===== src/sv/axis_angle_rotation_matrix_assert.svh =====
// Assertion macros shared by the rotation-matrix RTL.
// Each macro expects clk and rst_n in scope and reports through $error.
`ifndef AXIS_ANGLE_ROTATION_MATRIX_ASSERT_SVH
`define AXIS_ANGLE_ROTATION_MATRIX_ASSERT_SVH

// Property checked at every clock edge outside reset
`define AARM_ASSERT_ALWAYS(label, prop, msg) \
    label: assert property (@(posedge clk) disable iff (!rst_n) (prop)) else $error(msg);

// Same-cycle implication
`define AARM_ASSERT_IMPL(label, ante, cons, msg) \
    label: assert property (@(posedge clk) disable iff (!rst_n) (ante) |-> (cons)) else $error(msg);

// Next-cycle implication
`define AARM_ASSERT_NEXT(label, ante, cons, msg) \
    label: assert property (@(posedge clk) disable iff (!rst_n) (ante) |=> (cons)) else $error(msg);

`endif


===== src/sv/aarm_pkg.sv =====
`default_nettype none
// Package for the rotation-matrix block: transfer types, fixed-point constants
// and the CORDIC arctangent table. No dependencies.
package aarm_pkg;

    localparam int TRIG_ITERATIONS_DEF = 16;
    localparam int ATAN_ENTRIES        = 24;
    localparam int QUEUE_DEPTH_DEF     = 4;

    localparam int FULL_TURN    = 23040;
    localparam int HALF_TURN    = 11520;
    localparam int QUARTER_TURN = 5760;

    typedef logic signed [33:0] cordic_t;
    typedef logic signed [21:0] q20_t;
    typedef logic signed [22:0] omc_t;
    typedef logic signed [43:0] ns_t;
    typedef logic signed [45:0] p_t;
    typedef logic signed [47:0] v_t;

    localparam cordic_t UNIT_TO_RAD_Q30 = 34'sd292818;
    localparam cordic_t CORDIC_GAIN_Q30 = 34'sd652032874;
    localparam cordic_t CS_HALF         = 34'sd512;
    localparam ns_t     NN_HALF         = 44'sd524288;
    localparam v_t      Q14_HALF        = 48'sd33554432;
    localparam v_t      Q14_MAX         = 48'sd16384;
    localparam omc_t    ONE_Q20         = 23'sd1048576;
    localparam logic signed [15:0] ONE_Q14 = 16'sd16384;

    typedef struct packed {
        logic signed [15:0] angle_deg;
        logic signed [15:0] axis_x;
        logic signed [15:0] axis_y;
        logic signed [15:0] axis_z;
    } item_t;

    typedef struct packed {
        logic signed [15:0] m00;
        logic signed [15:0] m01;
        logic signed [15:0] m02;
        logic signed [15:0] m10;
        logic signed [15:0] m11;
        logic signed [15:0] m12;
        logic signed [15:0] m20;
        logic signed [15:0] m21;
        logic signed [15:0] m22;
        logic               axis_zero;
    } result_t;

    // Classified item handed from the front end to the back end
    typedef struct packed {
        logic               zero;
        logic               cneg;
        cordic_t            z0;
        logic signed [15:0] axis_x;
        logic signed [15:0] axis_y;
        logic signed [15:0] axis_z;
        logic [31:0]        sum;
    } front_t;

    function automatic cordic_t atan_q30(input logic [4:0] idx);
        cordic_t a;
        case (idx)
            5'd0:    a = 34'sd843314856;
            5'd1:    a = 34'sd497837829;
            5'd2:    a = 34'sd263043836;
            5'd3:    a = 34'sd133525158;
            5'd4:    a = 34'sd67021686;
            5'd5:    a = 34'sd33543515;
            5'd6:    a = 34'sd16775850;
            5'd7:    a = 34'sd8388437;
            5'd8:    a = 34'sd4194282;
            5'd9:    a = 34'sd2097149;
            5'd10:   a = 34'sd1048575;
            5'd11:   a = 34'sd524287;
            5'd12:   a = 34'sd262143;
            5'd13:   a = 34'sd131071;
            5'd14:   a = 34'sd65535;
            5'd15:   a = 34'sd32767;
            5'd16:   a = 34'sd16383;
            5'd17:   a = 34'sd8191;
            5'd18:   a = 34'sd4095;
            5'd19:   a = 34'sd2047;
            5'd20:   a = 34'sd1023;
            5'd21:   a = 34'sd511;
            5'd22:   a = 34'sd255;
            5'd23:   a = 34'sd127;
            default: a = '0;
        endcase
        return a;
    endfunction

endpackage
`default_nettype wire


===== src/sv/aarm_queue.sv =====
`default_nettype none
`include "axis_angle_rotation_matrix_assert.svh"
// Short register queue between front end and back end.
// Depends on aarm_pkg for the entry type.
module aarm_queue #(
    parameter int DEPTH = aarm_pkg::QUEUE_DEPTH_DEF
) (
    input  wire logic              clk,
    input  wire logic              rst_n,
    input  wire logic              push,
    input  wire aarm_pkg::front_t  push_data,
    output logic                   full,
    input  wire logic              pop,
    output aarm_pkg::front_t       pop_data,
    output logic                   empty
);
    import aarm_pkg::*;

    localparam int PTR_W = (DEPTH > 1) ? $clog2(DEPTH) : 1;
    localparam int CNT_W = $clog2(DEPTH + 1);

    front_t           mem_reg [DEPTH];
    logic [PTR_W-1:0] wr_ptr_reg;
    logic [PTR_W-1:0] rd_ptr_reg;
    logic [CNT_W-1:0] count_reg;
    logic [CNT_W-1:0] count_next;

    function automatic logic [PTR_W-1:0] ptr_inc(input logic [PTR_W-1:0] p);
        return (p == PTR_W'(DEPTH - 1)) ? '0 : p + 1'b1;
    endfunction

    assign full     = count_reg == CNT_W'(DEPTH);
    assign empty    = count_reg == '0;
    assign pop_data = mem_reg[rd_ptr_reg];

    always_comb
    begin
        case ({push, pop})
            2'b10:   count_next = count_reg + 1'b1;
            2'b01:   count_next = count_reg - 1'b1;
            default: count_next = count_reg;
        endcase
    end

    always_ff @(posedge clk or negedge rst_n)
    begin
        if (!rst_n)
        begin
            wr_ptr_reg <= '0;
            rd_ptr_reg <= '0;
            count_reg  <= '0;
        end
        else
        begin
            if (push)
            begin
                wr_ptr_reg <= ptr_inc(wr_ptr_reg);
            end
            if (pop)
            begin
                rd_ptr_reg <= ptr_inc(rd_ptr_reg);
            end
            count_reg <= count_next;
        end
    end

    always_ff @(posedge clk)
    begin
        if (push)
        begin
            mem_reg[wr_ptr_reg] <= push_data;
        end
    end

    `AARM_ASSERT_IMPL(a_no_overflow, push, !full, "queue written while full")
    `AARM_ASSERT_IMPL(a_no_underflow, pop, !empty, "queue read while empty")
    `AARM_ASSERT_ALWAYS(a_count_max, count_reg <= CNT_W'(DEPTH), "queue count beyond depth")
    `AARM_ASSERT_NEXT(a_count_up, push && !pop, count_reg == $past(count_reg) + 1'b1, "queue count did not rise")

endmodule
`default_nettype wire


===== config.mk =====
export PLATFORM = sky130hd
export DESIGN_NAME = aarm_queue
export DESIGN_NICKNAME = d
export VERILOG_FILES = /design/src/sv/aarm_pkg.sv /design/src/sv/aarm_queue.sv
export VERILOG_INCLUDE_DIRS = /design/src /design/src/sv
export SDC_FILE = /design/constraint.sdc
export NUM_CORES = 1
export LEC_CHECK = 0
export ABC_AREA = 1
export BUFFER_PORTS_ARGS = -buffer_cell sky130_fd_sc_hd__buf_2
export CORE_MARGIN = 10
export CORE_UTILIZATION = 55
export DETAILED_ROUTE_END_ITERATION = 10
export PLACE_DENSITY_LB_ADDON = 0.08
export SYNTH_ARGS = -nofsm -noshare
export SYNTH_HDL_FRONTEND = slang
export SYNTH_SLANG_ARGS = --single-unit

===== constraint.sdc =====
create_clock -name clk -period 3.9 [get_ports clk]
set_input_delay 0.195 -clock clk [delete_from_list [all_inputs] [get_ports clk]]
set_output_delay 0.195 -clock clk [all_outputs]
set_load 0.01 [all_outputs]

==> metrics.cfg <==
[power_and_ir_drop]
p_per_area_nw_per_um2=691
power_mw=15.9
vdd_drop_max_uv=514
leakage_nw=9.37

[clock_network]
post_cts_resized=0
clockRootBuffer=clkbuf_16
clk_latency_ns=0.55
htree_levels=2
clockBufferDepth=3
cts_hold_buf=120
path_clk_slew_ns=0.06
cts_buffers=47
cts_tree=yes
cts_num_sinks=471
cts_setup_buffers=0

[yosys]
synth_common_cells=edfxtp_1 (464), nand2_1 (361), inv_1 (245), o211ai_1 (212), buf_6 (50)
synth.distinct_cells=21
ys_warn_count=0
synthFlopType=edfxtp_1
syn_area_per_cell_um2=13.6
yosysTopAreaCell=edfxtp_1
synth_cells=1407
synthArstFlopShare_pct=1.49
syn_area_um2=19100
synth_edf_count=464
synthMostInstantiatedCell=edfxtp_1
ys_ff_latch=471
synth_top_area_share_pct=72.9
ys_top_cells_by_area=edfxtp_1 (73%), o211ai_1 (8.3%), nand2_1 (7.1%)
synth.net_count=1534
yosysSeqAreaShare_pct=73.8

[placement]
hpwl_mm=24.1
place.gp.congestion=0.726
place_ws_ns=1.71
port_buffers=237
placed_cells=2044

[floorplanning]
num_io_pins=238
die_width_um=206
rows=68
dieArea_um2=42600
die_y_um=206
start_util_pct=55.6
design.core.area_um2=34400

[run]
maxCapViolCount=0

[grt]
grt_pass1_vias=11500
grt_pass1_wl_mm=63.0
antenna_found_initial=2
grt_max_degree=115
overflow=0
grt_util_all_layers_pct=19.0

[route]
wl_per_cell_um=17.9
drc=0
num_vias=11400
drtIter0Drc=637
route.antenna.remaining_nets=0
wl_mm=40.3
avgViaCountPerCell=5.08
dr.pass1.iters=5

[worst_hold_path]
min_path_type=input pin to flip-flop
min_path_cells=2

[timing]
min_period_ns=2.73
setup_violations=0
drv_slew=0
skew_ns=0.0108
setup_ws_ns=1.17
rsz0062_at_grt=false
worst_slew_pin_slew_ns=0.784
timing.setup.tns_ns=0
finalCritPeriodShare_pct=70.0
clock.fmax_mhz=366
hold_violations=0
max_slew_margin_pct=47.8

[critical_path]
cp.arrival_ns=2.53
path_max_fanout=48
startpoint_type=flip-flop
required_ns=3.70
worst-path-stages=5
reg2reg_slack_ns=1.82
cpPeakStageDelay_ns=0.61
worstPathCellList=inv_4 > buf_12 > o211ai_1 > nand2_1 > buf_2
cp_slowest_cell=dfrtp_4
ff2ff_path_depth=5
end_kind=output pin
critPathBufInv=3
worstSetupPathType=flip-flop to output pin
critPathTopFamily=buffers and inverters

[status]
status=finished clean

[finish]
final_layout_size_suffix_gt1_share_pct=19.3
syn2layout_area_growth_pct=20.6
stdcell_count=2247
finalNetCount=1885
final_core_util_pct=67.0
largest_reg_flops=464

## final cells by class
| class | count | area [um^2] |
|---|---|---|
| diodes | 2 | 5.00 |
| well taps | 455 | 569 |
| inverters | 247 | 947 |
| clock inverters | 19 | 135 |
| multi-input cells | 612 | 3350 |
| flip-flops and latches | 471 | 14100 |
| clock buffers | 62 | 1290 |
| fillers | 2445 | 11300 |
| repair buffers | 379 | 2630 |
## metrics by stage
step	area (um^2)	hold WS, ns
after global routing	23000	0.374
after global placement	20400	0.0433
after detailed placement	20400	0.0496
after CTS	23000	0.353
final	23000	0.384
after floorplan	19100	-0.101
## where the power goes
part           switching [mW]  internal (mW)
combinational            3.35           1.67
sequential              0.227           6.48
clock                    1.76           2.45
## layout by cell type (no fill, tap or decap), types with 2 or more instances in the layout
master,n
dlygate4sd3_1,120
clkbuf_8,2
o21ai_0,4
nor3_1,2
dfrtp_1,6
o211ai_1,212
ha_1,6
buf_2,237
diode_2,2
clkbuf_16,49
inv_4,5
buf_4,16
edfxtp_1,464
o211ai_2,20
buf_12,6
nor2_1,2
bufinv_16,2
nand2_1,361
clkinv_2,6
inv_1,241
clkbuf_1,11
clkinv_1,10
## cells by family after synthesis
logic type      count (synthesis)  share of synthesized area [%]
compound gates                237                           9.77
xor+xnor                        1                         0.0459
fa+ha+maj                       7                          0.498
buf+inv                       324                           8.59
flops                         471                           73.8
simple gates                  367                           7.24
## final timing paths
path / start / endpoint
worst max register to register: wr_ptr_reg[0] / mem_reg[2][29]
min in group asynchronous: rst_n / rd_ptr_reg[0]
worst max-delay path: rd_ptr_reg[1] / pop_data[8]
worst min register to register: count_reg[2] / count_reg[2]
worst min-delay path: push_data[4] / mem_reg[0][4]
max in group asynchronous: rst_n / rd_ptr_reg[1]
## layer usage
metal  up-vias  share of wire [%]  track usage, %
met2       281                 50            32.0
met3        52                6.3            4.31
met5         -                  0               0
met1      5454                 42            24.1
li1       5625                  -               -
met4         0                1.9            5.99
Note: power is estimated with default switching activity, not from simulation.
