File: src/sv/axis_angle_rotation_matrix_assert.svh
// Assertion macros shared by the rotation-matrix RTL.
// Each macro expects clk and rst_n in scope and reports through $error.
`ifndef AXIS_ANGLE_ROTATION_MATRIX_ASSERT_SVH
`define AXIS_ANGLE_ROTATION_MATRIX_ASSERT_SVH

// Property checked at every clock edge outside reset
`define AARM_ASSERT_ALWAYS(label, prop, msg) \
    label: assert property (@(posedge clk) disable iff (!rst_n) (prop)) else $error(msg);

// Same-cycle implication
`define AARM_ASSERT_IMPL(label, ante, cons, msg) \
    label: assert property (@(posedge clk) disable iff (!rst_n) (ante) |-> (cons)) else $error(msg);

// Next-cycle implication
`define AARM_ASSERT_NEXT(label, ante, cons, msg) \
    label: assert property (@(posedge clk) disable iff (!rst_n) (ante) |=> (cons)) else $error(msg);

`endif

File: src/sv/aarm_pkg.sv
`default_nettype none
// Package for the rotation-matrix block: transfer types, fixed-point constants
// and the CORDIC arctangent table. No dependencies.
package aarm_pkg;

    localparam int TRIG_ITERATIONS_DEF = 16;
    localparam int ATAN_ENTRIES        = 24;
    localparam int QUEUE_DEPTH_DEF     = 4;

    localparam int FULL_TURN    = 23040;
    localparam int HALF_TURN    = 11520;
    localparam int QUARTER_TURN = 5760;

    typedef logic signed [33:0] cordic_t;
    typedef logic signed [21:0] q20_t;
    typedef logic signed [22:0] omc_t;
    typedef logic signed [43:0] ns_t;
    typedef logic signed [45:0] p_t;
    typedef logic signed [47:0] v_t;

    localparam cordic_t UNIT_TO_RAD_Q30 = 34'sd292818;
    localparam cordic_t CORDIC_GAIN_Q30 = 34'sd652032874;
    localparam cordic_t CS_HALF         = 34'sd512;
    localparam ns_t     NN_HALF         = 44'sd524288;
    localparam v_t      Q14_HALF        = 48'sd33554432;
    localparam v_t      Q14_MAX         = 48'sd16384;
    localparam omc_t    ONE_Q20         = 23'sd1048576;
    localparam logic signed [15:0] ONE_Q14 = 16'sd16384;

    typedef struct packed {
        logic signed [15:0] angle_deg;
        logic signed [15:0] axis_x;
        logic signed [15:0] axis_y;
        logic signed [15:0] axis_z;
    } item_t;

    typedef struct packed {
        logic signed [15:0] m00;
        logic signed [15:0] m01;
        logic signed [15:0] m02;
        logic signed [15:0] m10;
        logic signed [15:0] m11;
        logic signed [15:0] m12;
        logic signed [15:0] m20;
        logic signed [15:0] m21;
        logic signed [15:0] m22;
        logic               axis_zero;
    } result_t;

    // Classified item handed from the front end to the back end
    typedef struct packed {
        logic               zero;
        logic               cneg;
        cordic_t            z0;
        logic signed [15:0] axis_x;
        logic signed [15:0] axis_y;
        logic signed [15:0] axis_z;
        logic [31:0]        sum;
    } front_t;

    function automatic cordic_t atan_q30(input logic [4:0] idx);
        cordic_t a;
        case (idx)
            5'd0:    a = 34'sd843314856;
            5'd1:    a = 34'sd497837829;
            5'd2:    a = 34'sd263043836;
            5'd3:    a = 34'sd133525158;
            5'd4:    a = 34'sd67021686;
            5'd5:    a = 34'sd33543515;
            5'd6:    a = 34'sd16775850;
            5'd7:    a = 34'sd8388437;
            5'd8:    a = 34'sd4194282;
            5'd9:    a = 34'sd2097149;
            5'd10:   a = 34'sd1048575;
            5'd11:   a = 34'sd524287;
            5'd12:   a = 34'sd262143;
            5'd13:   a = 34'sd131071;
            5'd14:   a = 34'sd65535;
            5'd15:   a = 34'sd32767;
            5'd16:   a = 34'sd16383;
            5'd17:   a = 34'sd8191;
            5'd18:   a = 34'sd4095;
            5'd19:   a = 34'sd2047;
            5'd20:   a = 34'sd1023;
            5'd21:   a = 34'sd511;
            5'd22:   a = 34'sd255;
            5'd23:   a = 34'sd127;
            default: a = '0;
        endcase
        return a;
    endfunction

endpackage
`default_nettype wire

File: src/sv/aarm_front.sv
`default_nettype none
// Front end: reduces the angle to a quarter turn, squares the axis and flags a zero axis.
// Two register stages; depends on aarm_pkg.
module aarm_front (
    input  wire logic             clk,
    input  wire logic             rst_n,
    input  wire logic             item_valid,
    output logic                  item_stall,
    input  wire aarm_pkg::item_t  item,
    output logic                  q_push,
    output aarm_pkg::front_t      q_data,
    input  wire logic             q_full
);
    import aarm_pkg::*;

    localparam logic signed [16:0] FULL_A    = 17'(FULL_TURN);
    localparam logic signed [16:0] HALF_A    = 17'(HALF_TURN);
    localparam logic signed [16:0] QUARTER_A = 17'(QUARTER_TURN);

    logic               adv;
    logic               f1_valid_reg;
    logic               f2_valid_reg;
    logic signed [16:0] a_wrap;
    logic signed [16:0] a_pos;
    logic signed [16:0] a_half;
    logic signed [13:0] r_next;
    logic               cneg_next;
    logic signed [31:0] sqx;
    logic signed [31:0] sqy;
    logic signed [31:0] sqz;
    logic [30:0]        sq_reg [3];
    logic signed [13:0] r_reg;
    logic               cneg_reg;
    logic               zero_reg;
    logic signed [15:0] ax_reg;
    logic signed [15:0] ay_reg;
    logic signed [15:0] az_reg;
    cordic_t            r_wide;
    front_t             f2_next;
    front_t             f2_reg;

    // Fold the angle into [-90, +90] degrees, noting when cosine changes sign
    always_comb
    begin
        a_wrap = 17'(item.angle_deg);
        if (a_wrap >= FULL_A)
        begin
            a_wrap = a_wrap - FULL_A;
        end
        else if (a_wrap <= -FULL_A)
        begin
            a_wrap = a_wrap + FULL_A;
        end
        a_pos  = a_wrap[16] ? a_wrap + FULL_A : a_wrap;
        a_half = (a_pos >= HALF_A) ? a_pos - FULL_A : a_pos;
        cneg_next = 1'b0;
        if (a_half > QUARTER_A)
        begin
            r_next    = 14'(HALF_A - a_half);
            cneg_next = 1'b1;
        end
        else if (a_half < -QUARTER_A)
        begin
            r_next    = 14'(-HALF_A - a_half);
            cneg_next = 1'b1;
        end
        else
        begin
            r_next = 14'(a_half);
        end
        sqx = item.axis_x * item.axis_x;
        sqy = item.axis_y * item.axis_y;
        sqz = item.axis_z * item.axis_z;
    end

    always_comb
    begin
        r_wide         = cordic_t'(r_reg);
        f2_next.zero   = zero_reg;
        f2_next.cneg   = cneg_reg;
        f2_next.z0     = r_wide * UNIT_TO_RAD_Q30;
        f2_next.axis_x = ax_reg;
        f2_next.axis_y = ay_reg;
        f2_next.axis_z = az_reg;
        f2_next.sum    = 32'(sq_reg[0]) + 32'(sq_reg[1]) + 32'(sq_reg[2]);
    end

    assign adv        = !f2_valid_reg || !q_full;
    assign item_stall = !adv;
    assign q_push     = f2_valid_reg && !q_full;
    assign q_data     = f2_reg;

    always_ff @(posedge clk or negedge rst_n)
    begin
        if (!rst_n)
        begin
            f1_valid_reg <= 1'b0;
            f2_valid_reg <= 1'b0;
        end
        else if (adv)
        begin
            f1_valid_reg <= item_valid;
            f2_valid_reg <= f1_valid_reg;
        end
    end

    always_ff @(posedge clk)
    begin
        if (adv)
        begin
            sq_reg[0] <= sqx[30:0];
            sq_reg[1] <= sqy[30:0];
            sq_reg[2] <= sqz[30:0];
            r_reg     <= r_next;
            cneg_reg  <= cneg_next;
            zero_reg  <= (item.axis_x == '0) && (item.axis_y == '0) && (item.axis_z == '0);
            ax_reg    <= item.axis_x;
            ay_reg    <= item.axis_y;
            az_reg    <= item.axis_z;
            f2_reg    <= f2_next;
        end
    end

endmodule
`default_nettype wire

File: config.mk
export PLATFORM = sky130hd
export DESIGN_NAME = aarm_front
export DESIGN_NICKNAME = d
export VERILOG_FILES = /design/src/sv/axis_angle_rotation_matrix_assert.svh /design/src/sv/aarm_pkg.sv /design/src/sv/aarm_front.sv
export SDC_FILE = /design/constraint.sdc
export NUM_CORES = 2
export LEC_CHECK = 0
export BUFFER_PORTS_ARGS = -buffer_cell sky130_fd_sc_hd__buf_2
export CORE_UTILIZATION = 59
export DETAILED_ROUTE_END_ITERATION = 8
export PLACE_DENSITY = 0.89
export SETUP_SLACK_MARGIN = 0.02
export SLEW_MARGIN = 15
export SYNTH_ARGS = -nofsm -noshare
export SYNTH_HDL_FRONTEND = slang
export SYNTH_SLANG_ARGS = --single-unit
export TNS_END_PERCENT = 50
File: constraint.sdc
create_clock -name clk -period 6.8 [get_ports clk]
set_input_delay 0 -clock clk [delete_from_list [all_inputs] [get_ports clk]]
set_output_delay 0 -clock clk [all_outputs]
set_load 0.05 [all_outputs]
==> flow_summary.ini <==
[global_route]
busiest_layer = met2
grt_overflow = 0
grt_antenna_before_repair = 1
grt_max_degree = 117
met3_usage_pct = 5.52
grtUsageTotal_pct = 27.8
grt_pass1_wl_um = 156000
grt_pass1_vias = 32000
met2_usage_pct = 48.2
use_met1_pct = 31.8

[setup_path]
arrival_ps = 6790
worstSetupPathType = flop to flop
crit_chain = fa_2 -> fa_1 -> ha_1 -> inv_1 -> fa_1 -> fa_1 -> inv_1 -> fa_1 -> ha_1 -> nor2b_1 -> o21ai_0 -> a21boi_0 -> o21ai_0 -> a21boi_1 -> o21ai_0 -> a21boi_0 -> a21o_1 -> a41o_1 -> o211ai_1 -> o22ai_1 -> xor2_1
rr_endpoint = q_data[112]
crit_end = q_data[112]
crit_top_cell = fa_1
startpoint_type = flop
rrSetupSlack_ps = 330
path_max_fanout = 8
crit_path_end_kind = flop
crit_required_ps = 7120
rr_startpoint = r_reg[4]
critPathMaxStageDelay_ps = 680
r2r_cells = 21
cp-startpoint = r_reg[4]
slowest_stage = fa_2

[clock_tree]
cts.sink_count = 268
cts-root-buf = clkbuf_16
cts-buffers-inserted = 36
clk_pin_slew_ps = 50
ctsHtreeMaxLevel = 2
cts_setup_buffers = 0
cts_tree = built
worstSkewPairLatency_ps = 580
cts_buffer_depth = 3

[sta]
setup-tns-final_ps = 0
setup_viol = 0
max_clock_freq_mhz = 155
slew_violations = 0
hold_viol_final = 0
fin_skew_ps = 24.9
rsz0062_at_grt = no
max_slew_margin_pct = 23.7
period_share_pct = 95.2
worst_pin_slew_ps = 1130
finalCriticalPeriod_ps = 6470

[outcome]
status = finished clean

[finish]
design_area_um2 = 45800
largest_reg_flops = 115
drive_above_1_share_pct = 8.00
mostFrequentLayoutCell = inv_1
final_cell_mix = inv_1, fa_1, ha_1
fin_nets = 5516
syn_to_final_growth_pct = 9.24
fin_cells = 5188
fillers = 5006
num_antenna_cells = 0

[floorplan]
fp.dieW_um = 268
rows = 97
pin_count = 186
initial_utilization_pct = 59.7
core_um2 = 70100
dieArea_um2 = 72100
die_y_um = 268

[route]
dr.first_iter.drc_count = 1802
post-route-drc-count = 0
viasPerCell = 5.53
first_pass_iters = 5
via_count = 28700
wl_per_cell_um = 18.3
wirelength_um = 94700
drtAntennaViolNets = 0

[synth]
synthFlopType = edfxtp_1
ys_warn_count = 0
syn-cell-area_um2 = 41900
yosys.area.top_type = fa_1
syn_avg_cell_area_um2 = 10.5
synth_async_sr_flop_share_pct = 0.746
synth-seq-cells = 268
yosysTopAreaCellShare_pct = 39.0
synth_top_cells_by_area = fa_1, edfxtp_1, ha_1, inv_1, xnor2_1
synth_cell_type_count = 90
syn_inst = 3980
ys_seq_area_share_pct = 19.2
synth_edf_count = 266

[place]
dp.cells = 5072
io_buffers = 184
gp_congestion = 0.920
hpwl_um = 75600
postPlaceCellArea_um2 = 44000

[min_path]
hp-class = input pin to flop

[flow_run]
cap_violations = 0
## metal layers
| metal | share of wire, % | routed length, µm |
|---|---|---|
| met1 | 35 | 33500 |
| met2 | 51 | 48000 |
| met3 | 7.2 | 6840 |
| met4 | 6.7 | 6330 |
| met5 | 0.014 | 13 |
## stage by stage
step	hold slack [ps]	utilization, %	worst slack (ps)
2_1_floorplan	-296	-	748
3_3_place_gp	-215	62.7	499
3_5_place_dp	-213	62.7	125
4_1_cts	7.56	65.2	183
5_1_grt	22.0	65.2	21.6
6_report	23.7	65.2	329
## kinds of logic after synthesis
| group | count (synthesis) | share of synthesized area [%] |
|---|---|---|
| AO/OA/AOI/OAI | 364 | 5.85 |
| flip-flops | 268 | 19.2 |
| XOR/XNOR | 195 | 4.13 |
| other | 1 | 0.00895 |
| adder cells (fa/ha/maj) | 1222 | 51.1 |
| buffers and inverters | 1168 | 10.6 |
| multiplexers | 6 | 0.152 |
| AND/OR/NAND/NOR | 756 | 8.95 |
## synth_stat cells, drive strengths merged (5+ instances only)
master,n
and2,148
or3,15
ha,406
o21bai,25
fa,816
nand4,13
or2,15
o211a,7
o211ai,15
nor2b,18
a21boi,13
nand2b,27
a41oi,5
nor3b,6
nor3,27
and3,17
clkbuf,66
nand3,37
o21ai,68
nand2,266
a31oi,10
a211oi,8
a21o,34
nor4,15
edfxtp,266
o21a,6
inv,1090
nor2,138
buf,12
xor2,45
xnor2,149
a21oi,121
## area by class of cell
type                            instances  area [µm²]  area share [%]
Inverter                             1090        4090            8.94
Clock buffer                           42         966            2.11
Multi-Input combinational cell       2547       29500            64.4
Timing Repair Buffer                  283        1820            3.97
Sequential cell                       268        8040            17.6
Tap cell                              940        1180            2.57
Clock inverter                         18         191           0.418
## worst min-delay path by stage
stage	from	endpoint	slack, ps	cells past startpoint
after floorplan	rst_n	f1_valid_reg	-300	0
after global routing	item[46]	ax_reg[14]	20	2
final	item[46]	ax_reg[14]	20	2
after CTS	item[46]	ax_reg[14]	8	2
after global placement	rst_n	f2_valid_reg	-210	1
after detailed placement	rst_n	f2_valid_reg	-210	1
## critical path, delay by kind of cell (launching register included)
| kind | cells | cell delay [ps] |
|---|---|---|
| AND/OR/NAND/NOR | 1 | 140 |
| flip-flops | 1 | 540 |
| buffers and inverters | 2 | 110 |
| adder cells (fa/ha/maj) | 7 | 3180 |
| XOR/XNOR | 1 | 160 |
| AO/OA/AOI/OAI | 10 | 2090 |
## timing repair
| item | 4_1_cts | 5_1_grt |
|---|---|---|
| endpoints found under the hold margin | 54 | 0 |
| setup endpoints to repair | 0 | 7 |
| hold buffers | 56 | 0 |
| gates resized for setup | 0 | 8 |
Power is left out: the tool's default activity adds up to more than one toggle a clock period on the data nets, which glitch-free logic cannot reach.
